==> config.mk <==
export PLATFORM = sky130hd
export DESIGN_NAME = fla_cell
export DESIGN_NICKNAME = d
export VERILOG_FILES = /design/src/rtl/fla_pkg.sv /design/src/rtl/fla_cell.sv
export SDC_FILE = /design/constraint.sdc
export NUM_CORES = 1
export LEC_CHECK = 0
export BUFFER_PORTS_ARGS = -buffer_cell sky130_fd_sc_hd__buf_4
export CORE_MARGIN = 8
export CORE_UTILIZATION = 31
export CTS_CLUSTER_DIAMETER = 80
export DETAILED_ROUTE_END_ITERATION = 10
export GPL_TIMING_DRIVEN = 0
export PLACE_DENSITY = 0.65
export SYNTH_ARGS = -nofsm -noshare
export SYNTH_HDL_FRONTEND = slang
export SYNTH_SLANG_ARGS = --single-unit
==> constraint.sdc <==
create_clock -name clock -period 2.25 [get_ports clock]
set_input_delay 0.45 -clock clock [delete_from_list [all_inputs] [get_ports clock]]
set_output_delay 0.45 -clock clock [all_outputs]
set_load 0.005 [all_outputs]
==> src/rtl/fla_pkg.sv <==
// Package for the free-list block allocator.
// Types, codes and default sizes shared by the cell, top-level, checker and testbench files.
// No dependencies.
package fla_pkg;

   localparam int DEF_REGION_MAX_BYTES = 65536;
   localparam int DEF_MAX_FREE_BLOCKS  = 64;
   localparam int DEF_GRANULE_BYTES    = 16;  // power of two

   localparam int OFFSET_W    = 16;
   localparam int REQ_W       = 16;
   localparam int CSR_DATA_W  = 17;
   localparam int CSR_INDEX_W = 1;

   localparam logic [CSR_INDEX_W-1:0] CSR_FIT_POLICY   = 1'b0;
   localparam logic [CSR_INDEX_W-1:0] CSR_REGION_BYTES = 1'b1;

   localparam logic OP_ALLOC  = 1'b0;
   localparam logic OP_FREE   = 1'b1;
   localparam logic FIT_FIRST = 1'b0;
   localparam logic FIT_BEST  = 1'b1;

   typedef struct packed {
      logic                opcode;
      logic [REQ_W-1:0]    request_bytes;
      logic [OFFSET_W-1:0] free_offset;
   } fla_req_type;

   typedef struct packed {
      logic [OFFSET_W-1:0] payload_offset;
      logic                granted;
   } fla_rsp_type;

   typedef enum logic [1:0] {
      CELL_HOLD,
      CELL_LOAD,
      CELL_TAKE_LEFT,
      CELL_TAKE_RIGHT
   } fla_cell_cmd_type;

   typedef struct packed {
      fla_cell_cmd_type cmd;
      logic             valid;
   } fla_cell_ctl_type;

   typedef enum logic [2:0] {
      ST_IDLE,
      ST_SCAN,
      ST_BEST,
      ST_ALLOC,
      ST_FCHK,
      ST_FACT,
      ST_FAIL
   } fla_state_type;

endpackage

==> src/rtl/fla_cell.sv <==
// One free-table entry: header offset and payload length, with neighbor shift.
// Depends on fla_pkg.
module fla_cell #(
   parameter int AW = 18
) (
   input  logic                     clock,
   input  fla_pkg::fla_cell_ctl_type ctl,
   input  logic [AW-1:0]            need,
   input  logic [AW-1:0]            node,
   input  logic [AW-1:0]            load_start,
   input  logic [AW-1:0]            load_len,
   input  logic [AW-1:0]            left_start,
   input  logic [AW-1:0]            left_len,
   input  logic [AW-1:0]            right_start,
   input  logic [AW-1:0]            right_len,
   output logic [AW-1:0]            start_q,
   output logic [AW-1:0]            len_q,
   output logic                     fit,
   output logic                     above
);
   import fla_pkg::*;

   logic [AW-1:0] start_ff, start_in;
   logic [AW-1:0] len_ff, len_in;

   always_comb begin
      start_in = start_ff;
      len_in   = len_ff;
      case (ctl.cmd)
         CELL_HOLD: begin
         end
         CELL_LOAD: begin
            start_in = load_start;
            len_in   = load_len;
         end
         CELL_TAKE_LEFT: begin
            start_in = left_start;
            len_in   = left_len;
         end
         CELL_TAKE_RIGHT: begin
            start_in = right_start;
            len_in   = right_len;
         end
         default: begin
         end
      endcase
   end

   always_ff @(posedge clock) begin
      start_ff <= start_in;
      len_ff   <= len_in;
   end

   assign start_q = start_ff;
   assign len_q   = len_ff;
   assign fit     = ctl.valid && (len_ff >= need);
   assign above   = ctl.valid && (start_ff > node);
endmodule

==> impl_metrics.csv <==
group,metric,value,unit
status,status,"finished with violations",
status,violations,"setup timing",
finish,drive_gt1_share,45.8,%
clock_network,clk_pin_slew_worst_paths,0.07,ns
finish,antenna_cells,0,
routing,maxUsedRoutingLayer,"met4",
setup_path,slowest_stage,"edfxtp_1",
logic_synthesis,synth_cell_type_count,29,
setup_path,crit_chain,"ha_4 -> nand2_2 -> o21ai_2 -> a41oi_2 -> or4_1 -> o211ai_1 -> buf_4",
timing,relSlewSlack,38.9,%
timing,drv_slew,0,
power_and_ir_drop,power_leakage,2.30,nW
die,core_area,8590,µm²
timing,hold_viol_final,0,
setup_path,critPathArrivalTime,2.07,ns
logic_synthesis,async_reset_ff_share,0,%
logic_synthesis,synth_area,2710,µm²
logic_synthesis,syn-num-nets,465,
global_routing,grt_pass1_vias,2904,
place,finalWeightedCongestion,0.744,
clock_network,cts_buffer_depth,2,
place,port_buffers,183,
logic_synthesis,yosysWarningCount,0,
setup_path,cp-start-kind,"flip-flop",
power_and_ir_drop,powerDensity,467,nW/µm²
timing,tns,-0.335,ns
timing,postLayoutSetupSlackWorst,-0.266,ns
routing,avgRoutedWirePerCell,16.6,µm
power_and_ir_drop,p_sw_share,28.3,%
power_and_ir_drop,p_clk_share,20.4,%
clock_network,cts_max_level,2,
power_and_ir_drop,ir_worst_vdd,259,µV
die,std_cell_rows,34,
routing,viasPerCell,4.71,
finish,nNetsFinal,667,
finish,final_area,4510,µm²
die,die_x,110,µm
routing,vias,2784,
power_and_ir_drop,switching_power,596,µW
timing,fin_crit,2.52,ns
clock_network,clock-root-buffer,"clkbuf_8",
global_routing,grt_overflow_total,0,
clock_network,cts_num_sinks,36,
flow_run,cap_violations,0,
clock_network,cts_buffers,5,
setup_path,cp_max_fo,3,
logic_synthesis,synth_top_area_share,39.8,%
die,die_area,12000,µm²
global_routing,grt_max_degree,37,
timing,tightest_slew,0.916,ns
routing,wl_met1,3.70,mm
routing,ant_nets,0,
place,place_area,4220,µm²
timing,whs,0.484,ns
die,initial_core_util,31.6,%
setup_path,path_delay_family,"simple AND/OR/NAND/NOR gates",
timing,finalCritPeriodShare,112,%
setup_path,critPathBufInv,1,
routing,drt_iter0_markers,85,
finish,syn2layout_area_growth,66.1,%
logic_synthesis,ys_seq_area_share,39.8,%
logic_synthesis,syn_inst,281,
global_routing,grt_pass1_wl,14.4,mm
logic_synthesis,syn_avg_cell_area,9.66,µm²
finish,final_cells,591,
place,dpl.hpwl,8.08,mm
global_routing,grtUsageTotal,15.6,%
die,fp.dieH,110,µm
logic_synthesis,ys_seq_elements,36,
global_routing,antenna_found_initial,0,
setup_path,crit_required,1.80,ns
finish,fillers,807,
routing,route.final.wire_length,9.81,mm
place,dp_cells,572,
power_and_ir_drop,pwr-share-comb,37.5,%
power_and_ir_drop,power_frac_seq,42.1,%
timing,finalSetupViolCount,2,
routing,wl_met3,959,µm
setup_path,crit_type,"reg2out",
routing,drt_first_pass_iters,4,
logic_synthesis,synthTopCellsByArea,"edfxtp_1, ha_1, mux2i_1, a21oi_1, nor2_1",
setup_path,slowest_delay,0.44,ns
worst_hold_path,hp-class,"in2reg",
clock_network,cts_tree,"done",
timing,rsz0062_at_grt,"true",
logic_synthesis,synth_top_area_cell,"edfxtp_1",
die,io_pins,186,
setup_path,end_kind,"output pin",
routing,post-route-drc-count,0,
timing,fmax,0.397,GHz
power_and_ir_drop,intPower,1.51,mW
logic_synthesis,synth_edf_count,36,
routing,wl_met2,5.03,mm
logic_synthesis,synthFlopType,"edfxtp_1",
==> worst min-delay path, cell delays in order <==
cell     delay (ns)
buf_4          0.07
nor2_1         0.03
a21oi_1        0.10
==> metal layers <==
| layer | GRT usage, % | vias up |
|---|---|---|
| met1 | 16.7 | 1262 |
| met4 | 4.15 | 0 |
| met3 | 5.45 | 7 |
| met5 | 0 | - |
| li1 | - | 1410 |
| met2 | 28.3 | 105 |
==> synthesized netlist by cell type (all sizes together) (2+ instances only) <==
cell and instances:
edfxtp 36, ha 36, o21ai 3, mux2i 36, clkbuf 6, a21oi 49
nand3 6, buf 6, inv 36, nand2 4, nor2 38, nor2b 2
nand4 6, a21o 6
==> registers in the layout, summed over array words and instances, names as in the netlist <==
register / cells
len_q: 18
start_q: 18
==> area by class of cell <==
type	instances	area, µm²	share of cell area, %
buffer	12	56.3	1.25
inverter	36	135	3.00
multi-input combinational	197	1560	34.6
sequential	36	1080	24.0
tap	108	135	3.00
clock buffer	5	68.8	1.53
timing repair buffer	195	1460	32.5
clock inverter	2	7.51	0.167
==> power groups by stage <==
stage               clock network, mW  logic (mW)  registers (mW)
finish                          0.430       0.790           0.885
global route                    0.483       0.871           0.895
CTS                             0.449       0.758           0.884
detailed placement                  0       0.715           0.896
global placement                    0       0.696           0.893
floorplan                           0       0.291           0.896
==> kinds of logic (layout without fill, tap and decap cells) <==
group / count (synthesis) / count (layout) / share of synthesized area (%)
mux: 36 / 36 / 13.3
buf+inv: 48 / 250 / 7.05
fa+ha+maj: 36 / 36 / 16.6
compound gates: 65 / 65 / 13.5
flops: 36 / 36 / 39.8
simple gates: 60 / 60 / 9.73
==> layout by cell type, fill, tap and decap left out, types with 6 or more instances in the layout <==
| cell | instances |
|---|---|
| a21oi_1 | 47 |
| ha_1 | 31 |
| inv_1 | 36 |
| buf_4 | 197 |
| a21o_1 | 6 |
| nand4_1 | 6 |
| clkbuf_1 | 6 |
| mux2i_1 | 36 |
| nand3_1 | 6 |
| edfxtp_1 | 36 |
| nor2_1 | 36 |
==> per-stage QoR <==
step	utilization [%]	setup WS [ns]	power, mW
6_report	52.5	-0.266	2.10
5_1_grt	52.5	-0.381	2.25
4_1_cts	51.1	-0.293	2.09
3_5_place_dp	49.1	-0.218	1.61
3_3_place_gp	49.1	-0.446	1.59
2_1_floorplan	-	0.0989	1.19
==> timing repair <==
item / 4_1_cts / 5_1_grt
gates resized for setup: 8 / 9
setup buffers: 4 / 8
setup endpoints to repair: 2 / 2
pin swaps: 4 / 7
hold buffers: 0 / 0
==> final timing paths <==
kind,startpoint,to,slack (ns),depth (start not counted)
setup / recovery,len_q[9],fit,-0.27,7
hold / removal,load_len[1],len_q[1],0.48,3
Note: power is estimated with default switching activity, not from simulation.
